===== config.mk =====
export PLATFORM = sky130hd
export DESIGN_NAME = brr_adpcm_block_decoder
export DESIGN_NICKNAME = d
export VERILOG_FILES = /design/src/design/brr_pkg.sv /design/src/design/brr_nib_dec.sv /design/src/design/brr_adpcm_block_decoder.sv
export SDC_FILE = /design/constraint.sdc
export NUM_CORES = 1
export LEC_CHECK = 0
export ABC_CLOCK_PERIOD_IN_PS = 19080
export BUFFER_PORTS_ARGS = -buffer_cell sky130_fd_sc_hd__buf_2
export CAP_MARGIN = 0
export CORE_UTILIZATION = 60
export DETAILED_ROUTE_END_ITERATION = 10
export HOLD_SLACK_MARGIN = 0.12
export PLACE_DENSITY_LB_ADDON = 0.3
export SLEW_MARGIN = 15
export SYNTH_ARGS = -nofsm -noshare
export SYNTH_HDL_FRONTEND = slang
export SYNTH_SLANG_ARGS = --single-unit

===== constraint.sdc =====
create_clock -name i_clk -period 19.08 [get_ports i_clk]
set_input_delay 0.954 -clock i_clk [delete_from_list [all_inputs] [get_ports i_clk]]
set_output_delay 0.954 -clock i_clk [all_outputs]
set_load 0.02 [all_outputs]

===== src/design/brr_pkg.sv =====
// shared types and constants for the brr adpcm block decoder
package brr_pkg;

    // transfer payloads
    typedef struct packed {
        logic [7:0] data_byte;
        logic       restart;
    } t_in_item;

    typedef struct packed {
        logic signed [14:0] sample;
        logic               last;
        logic               block_done;
        logic               end_flag;
        logic               loop_flag;
    } t_out_item;

    // prediction filter codes from header bits 3..2
    typedef enum logic [1:0] {
        FILT_NONE = 2'd0,
        FILT_ONE  = 2'd1,
        FILT_TWO  = 2'd2,
        FILT_THR  = 2'd3
    } t_filter;

    // working width of the nibble decode sum
    localparam int unsigned ACC_W = 20;

    // block layout: header then data bytes one to eight
    localparam logic [3:0] POS_HEADER = 4'd0;
    localparam logic [3:0] POS_FIRST  = 4'd1;
    localparam logic [3:0] POS_LAST   = 4'd8;

    // largest shift that is applied as is
    localparam logic [3:0] SHIFT_MAX = 4'd12;

    localparam logic signed [ACC_W-1:0] LARGE_SHIFT_NEG = -20'sd2048;
    localparam logic signed [ACC_W-1:0] SAT_MAX         = 20'sd32767;
    localparam logic signed [ACC_W-1:0] SAT_MIN         = -20'sd32768;

endpackage


===== src/design/brr_nib_dec.sv =====
// one-nibble adpcm decode: scale, filter prediction, clamp and wrap
module brr_nib_dec (
    input  logic [3:0]         i_nibble,
    input  logic [3:0]         i_shift,
    input  brr_pkg::t_filter   i_filter,
    input  logic signed [14:0] i_old,
    input  logic signed [14:0] i_older,
    output logic signed [14:0] o_sample
);

    logic signed [brr_pkg::ACC_W-1:0] nx;
    logic signed [brr_pkg::ACC_W-1:0] scaled;
    logic signed [brr_pkg::ACC_W-1:0] base;
    logic signed [brr_pkg::ACC_W-1:0] p1;
    logic signed [brr_pkg::ACC_W-1:0] p2;
    logic signed [brr_pkg::ACC_W-1:0] neg3_p1;
    logic signed [brr_pkg::ACC_W-1:0] neg13_p1;
    logic signed [brr_pkg::ACC_W-1:0] x3_p2;
    logic signed [brr_pkg::ACC_W-1:0] pred;
    logic signed [brr_pkg::ACC_W-1:0] sum;
    logic signed [brr_pkg::ACC_W-1:0] clamped;

    assign nx = $signed({{(brr_pkg::ACC_W-4){i_nibble[3]}}, i_nibble});
    assign p1 = brr_pkg::ACC_W'(i_old);
    assign p2 = brr_pkg::ACC_W'(i_older);

    // small constant multiples as shift-add
    assign neg3_p1  = -((p1 <<< 1) + p1);
    assign neg13_p1 = -((p1 <<< 3) + (p1 <<< 2) + p1);
    assign x3_p2    = (p2 <<< 1) + p2;

    always_comb begin
        scaled = nx <<< i_shift;
        if (i_shift <= brr_pkg::SHIFT_MAX) begin
            base = scaled >>> 1;
        end else begin
            base = i_nibble[3] ? brr_pkg::LARGE_SHIFT_NEG : '0;
        end
    end

    always_comb begin
        case (i_filter)
            brr_pkg::FILT_NONE: pred = '0;
            brr_pkg::FILT_ONE:  pred = p1 + ((-p1) >>> 4);
            brr_pkg::FILT_TWO:  pred = (p1 <<< 1) + (neg3_p1 >>> 5) - p2 + (p2 >>> 4);
            brr_pkg::FILT_THR:  pred = (p1 <<< 1) + (neg13_p1 >>> 6) - p2 + (x3_p2 >>> 4);
            default:            pred = '0;
        endcase
    end

    assign sum = base + pred;

    // clamp to 16 bits, then keep the low 15 bits
    always_comb begin
        if (sum > brr_pkg::SAT_MAX) begin
            clamped = brr_pkg::SAT_MAX;
        end else if (sum < brr_pkg::SAT_MIN) begin
            clamped = brr_pkg::SAT_MIN;
        end else begin
            clamped = sum;
        end
    end

    assign o_sample = clamped[14:0];

endmodule


===== src/design/brr_adpcm_block_decoder.sv =====
// top level of the brr adpcm block decoder
// Takes a byte stream of 9-byte blocks (one header byte, then eight data bytes)
// and returns two 15-bit samples per data byte, high nibble first. A header
// byte is absorbed and gives no transfer; a data byte occupies the input
// register until both nibbles are decoded, because each nibble's prediction
// needs the sample decoded just before it and the single decode unit closes
// that history loop once per cycle. Sustained rate is one sample per cycle
// while data bytes are held and the result side does not stall. Results sit in
// an output register; a stall on the result side holds the current data byte
// in the input register and stalls the input until the pending sample can move
// on. restart clears the history and forces the byte to be read as a header,
// dropping any partial block.
module brr_adpcm_block_decoder (
    input  logic               i_clk,
    input  logic               i_rst_n,
    input  logic               i_in_valid,
    output logic               o_in_stall,
    input  brr_pkg::t_in_item  i_in_item,
    output logic               o_out_valid,
    input  logic               i_out_stall,
    output brr_pkg::t_out_item o_out_item
);

    // input register
    logic              r_in_valid;
    brr_pkg::t_in_item r_in_item;
    logic              r_lo;          // low nibble of held byte is next

    // block state
    logic [3:0]         r_pos;
    logic [3:0]         r_shift;
    brr_pkg::t_filter   r_filter;
    logic [1:0]         r_flags;      // bit 0 end, bit 1 loop
    logic signed [14:0] r_p1;
    logic signed [14:0] r_p2;

    // result register
    logic               r_out_valid;
    brr_pkg::t_out_item r_out_item;

    logic               out_free;
    logic               is_hdr;
    logic               do_hdr;
    logic               do_smp;
    logic               consume;
    logic               accept;
    logic [3:0]         nibble;
    logic signed [14:0] dec_sample;
    logic [3:0]         n_pos;

    // result register can take a sample this cycle
    assign out_free = !r_out_valid || !i_out_stall;

    // restart or an out-of-block position reads the byte as a header
    assign is_hdr  = r_in_item.restart || (r_pos == brr_pkg::POS_HEADER)
                     || (r_pos > brr_pkg::POS_LAST);
    assign do_hdr  = r_in_valid && is_hdr;
    assign do_smp  = r_in_valid && !is_hdr && out_free;
    assign consume = do_hdr || (do_smp && r_lo);

    assign o_in_stall = r_in_valid && !consume;
    assign accept     = i_in_valid && !o_in_stall;

    assign nibble = r_lo ? r_in_item.data_byte[3:0] : r_in_item.data_byte[7:4];

    brr_nib_dec u_dec (
        .i_nibble (nibble),
        .i_shift  (r_shift),
        .i_filter (r_filter),
        .i_old    (r_p1),
        .i_older  (r_p2),
        .o_sample (dec_sample)
    );

    // position after the low nibble of a data byte
    assign n_pos = (r_pos == brr_pkg::POS_LAST) ? brr_pkg::POS_HEADER : r_pos + 4'd1;

    // input register: a new transfer lands as soon as the held byte is done
    always_ff @(posedge i_clk) begin
        if (!i_rst_n) begin
            r_in_valid <= 1'b0;
        end else if (accept) begin
            r_in_valid <= 1'b1;
        end else if (consume) begin
            r_in_valid <= 1'b0;
        end
    end

    always_ff @(posedge i_clk) begin
        if (accept) begin
            r_in_item <= i_in_item;
        end
    end

    // header decode and sample history
    always_ff @(posedge i_clk) begin
        if (!i_rst_n) begin
            r_lo     <= 1'b0;
            r_pos    <= brr_pkg::POS_HEADER;
            r_shift  <= '0;
            r_filter <= brr_pkg::FILT_NONE;
            r_flags  <= '0;
            r_p1     <= '0;
            r_p2     <= '0;
        end else if (do_hdr) begin
            r_lo     <= 1'b0;
            r_pos    <= brr_pkg::POS_FIRST;
            r_shift  <= r_in_item.data_byte[7:4];
            r_filter <= brr_pkg::t_filter'(r_in_item.data_byte[3:2]);
            r_flags  <= r_in_item.data_byte[1:0];
            if (r_in_item.restart) begin
                r_p1 <= '0;
                r_p2 <= '0;
            end
        end else if (do_smp) begin
            r_p2 <= r_p1;
            r_p1 <= dec_sample;
            r_lo <= !r_lo;
            if (r_lo) begin
                r_pos <= n_pos;
            end
        end
    end

    // result register
    always_ff @(posedge i_clk) begin
        if (!i_rst_n) begin
            r_out_valid <= 1'b0;
        end else if (do_smp) begin
            r_out_valid <= 1'b1;
        end else if (!i_out_stall) begin
            r_out_valid <= 1'b0;
        end
    end

    always_ff @(posedge i_clk) begin
        if (do_smp) begin
            r_out_item.sample     <= dec_sample;
            r_out_item.last       <= r_lo;
            r_out_item.block_done <= r_lo && (r_pos == brr_pkg::POS_LAST);
            r_out_item.end_flag   <= r_flags[0];
            r_out_item.loop_flag  <= r_flags[1];
        end
    end

    assign o_out_valid = r_out_valid;
    assign o_out_item  = r_out_item;

endmodule


==> flow_summary.ini <==
[placement]
detailedPlacementHpwl_um = 22890
gp_routability_congestion = 0.9576
preCtsSetupSlack_ns = 9.226
dp.cells = 1589
port_buffers = 33

[global_routing]
grtUsageTotal_pct = 29.53
grt_max_degree = 31
grt_antenna_before_repair = 0
global_route.overflow_total = 0
first_global_vias = 9714
grt_pass1_wl_um = 46090

[synth]
post_synth_xor_area_fraction_pct = 8.738
ys_ff_latch = 73
async_reset_ff_share_pct = 0
post_synth_instance_area_um2 = 11230
synthDominantCellAreaShare_pct = 18.61
synthAdderAreaFrac_pct = 29.31
syn-instance-count = 1354
post_synthesis_compound_gate_area_fraction_pct = 22.80
postSynthAreaPerCell_um2 = 8.291
synthDominantAreaCellType = sky130_fd_sc_hd__ha_1
post_synth_mux_area_share_pct = 2.207
netlist_top_cells_count = 167 x sky130_fd_sc_hd__ha_1, 128 x sky130_fd_sc_hd__inv_1, 109 x sky130_fd_sc_hd__nand2_1
sequential_share_of_the_synthesized_area_pct = 15.51
synth_area_leaders = sky130_fd_sc_hd__ha_1 19%, sky130_fd_sc_hd__fa_1 11%, sky130_fd_sc_hd__dfxtp_1 8.0%
yosys_warnings = 0
synth_most_common_cell = sky130_fd_sc_hd__ha_1
synth-edff-count = 28
synth_top_family_by_area = adder cells
synth_fp_nets = 1594
dominant_register_cell_in_the_synthesized_netlist = sky130_fd_sc_hd__dfxtp_1
synth_cell_types = 73
synth_simple_gate_area_share_pct = 15.72

[timing]
final_hold_fails = 0
skew_ns = 0.007191
final.setup.worst_slack_ns = 9.006
rsz_0062_raised_after_global_routing = false
post_route_clock_period_utilization_pct = 52.80
setup_viol_count_final = 0
finalHoldWorstSlack_ns = 0.4277
slew_headroom_pct = 44.86
finalCriticalPeriod_ns = 10.07
tightestPinTransition_ns = 0.8213
max_freq_mhz = 99.26
drv_slew = 0
tns_ns = 0

[worst_setup_path]
category_of_the_worst_setup_path_capture_point = flop
worst_path_max_delay_cell = sky130_fd_sc_hd__dfxtp_1
worst-endpoint-arrival_ns = 10.11
timing.critical_path.max_delay_family = compound AO/OA/AOI/OAI gates
max_stage_delay_ns = 0.78
crit_required_ns = 19.12
rr_endpoint = o_out_item[6]
r2r_setup_slack_ns = 9.01
worst-path-buf-inv = 2
timing.critical_path.mode_cell = sky130_fd_sc_hd__ha_1
ff2ff_path_depth = 39
worst-setup-path-type = reg -> reg
rr_startpoint = r_p1[1]
start_kind = flop
crit_path_max_fanout = 30

[cts]
worst_skew_pair.late_latency_ns = 0.33
post_cts_hold_buffers = 0
cts_post_setup_buffers_inserted = 0
cts_root_buf = sky130_fd_sc_hd__clkbuf_16
cts_repair_resize_count = 0
worst_path_clk_slew_ns = 0.06
cts_buffer_depth = 2
cts_made_buffers = 9
clock_tree.htree_level_count = 3
cts.sinks = 73
clock_tree_from_tritoncts = yes

[run_status]
outcome = completed

[min_path]
worst_hold_path_ep = o_out_item[0]
min-delay-start = r_flags[1]
worstHoldPathType = reg -> reg
hold-path-cell-count = 0

[flow_run]
max_cap_violations = 0

[final_layout]
nets = 1611
post_route_cells_drive_above_1_share_pct = 6.250
antennaDiodeCount = 0
fin_cells = 1605
areaGrowthSynthToFinish_pct = 6.019

[route]
drc_errors = 0
wire_per_inst_um = 17.54
ant_nets = 0
drt_pre_antenna_iters = 7
detail_route.iter0.violations = 806
route.vias.total = 9975
routed_wl_um = 28160
viasPerCell = 6.215

[die]
placeableCoreArea_um2 = 18150
floorplan.io_pins = 34
initial_utilization_pct = 61.86
floorplan.die.width_um = 138.8
core_rows = 49
floorplan.die.height_um = 138.8
dieArea_um2 = 19260
-- stage by stage --
step / instance area, µm² / utilization [%]
5_1_grt: 11900 / 65.58
4_1_cts: 11900 / 65.58
3_3_place_gp: 11600 / 63.90
6_report: 11900 / 65.58
2_1_floorplan: 11230 / -
3_5_place_dp: 11600 / 63.90
-- sequential cells by signal, indices dropped and copies added (netlist names) --
signal,flops
r_p1,15
r_shift,4
r_in_valid,1
o_out_valid,1
o_out_item,19
r_p2,15
r_flags,2
r_filter,2
r_lo,1
r_in_item,9
r_pos,4
-- worst max path at each step --
stage | startpoint | end | slack, ns | depth (start not counted)
global placement | r_p1[1] | o_out_item[6] | 9.55 | 38
CTS | r_p1[1] | o_out_item[10] | 9.19 | 38
floorplan | r_p1[1] | o_out_item[11] | 10.64 | 41
detailed placement | r_p1[1] | o_out_item[13] | 9.23 | 39
global route | r_p1[1] | o_out_item[10] | 8.06 | 39
finish | r_p1[1] | o_out_item[6] | 9.01 | 39
-- placed cells by master, fill, tap and decap left out, types with 21 or more instances in the layout --
master and count:
sky130_fd_sc_hd__a21boi_0 22, sky130_fd_sc_hd__a21o_1 27, sky130_fd_sc_hd__a21oi_1 97, sky130_fd_sc_hd__buf_2 33, sky130_fd_sc_hd__dfxtp_1 45, sky130_fd_sc_hd__edfxtp_1 28
sky130_fd_sc_hd__fa_1 60, sky130_fd_sc_hd__ha_1 167, sky130_fd_sc_hd__inv_1 128, sky130_fd_sc_hd__nand2_1 109, sky130_fd_sc_hd__nand3_1 43, sky130_fd_sc_hd__nor2_1 90
sky130_fd_sc_hd__nor2b_1 21, sky130_fd_sc_hd__nor3_1 28, sky130_fd_sc_hd__o21a_1 23, sky130_fd_sc_hd__o21ai_0 50, sky130_fd_sc_hd__xnor2_1 71, sky130_fd_sc_hd__xor2_1 41
-- area by class of cell --
class                      count  area [µm²]
multi-input combinational   1116        8851
fill                        1521        6246
sequential                    73        1742
inverter                     129       484.2
tap                          229       286.5
timing repair buffer          42       232.7
clock buffer                   9       225.2
clock inverter                 7       80.08
-- cell families after synthesis --
family                   count (synthesis)
multiplexers                            24
flip-flops                              73
XOR/XNOR                               112
buffers and inverters                  165
AND/OR/NAND/NOR                        370
AO/OA/AOI/OAI                          383
adder cells (fa/ha/maj)                227
-- routing by layer --
| metal | global-route usage, % | vias to the layer above | part of all wire [%] |
|---|---|---|---|
| met5 | 0 | - | 0 |
| met4 | 8.246 | 0 | 1.6 |
| met3 | 2.831 | 35 | 5.5 |
| met2 | 51.04 | 303 | 48 |
| met1 | 39.28 | 4752 | 45 |
| li1 | - | 4885 | - |
Power is not shown: default switching activity piles up to over one toggle a cycle in this logic, so the estimate is an artifact.
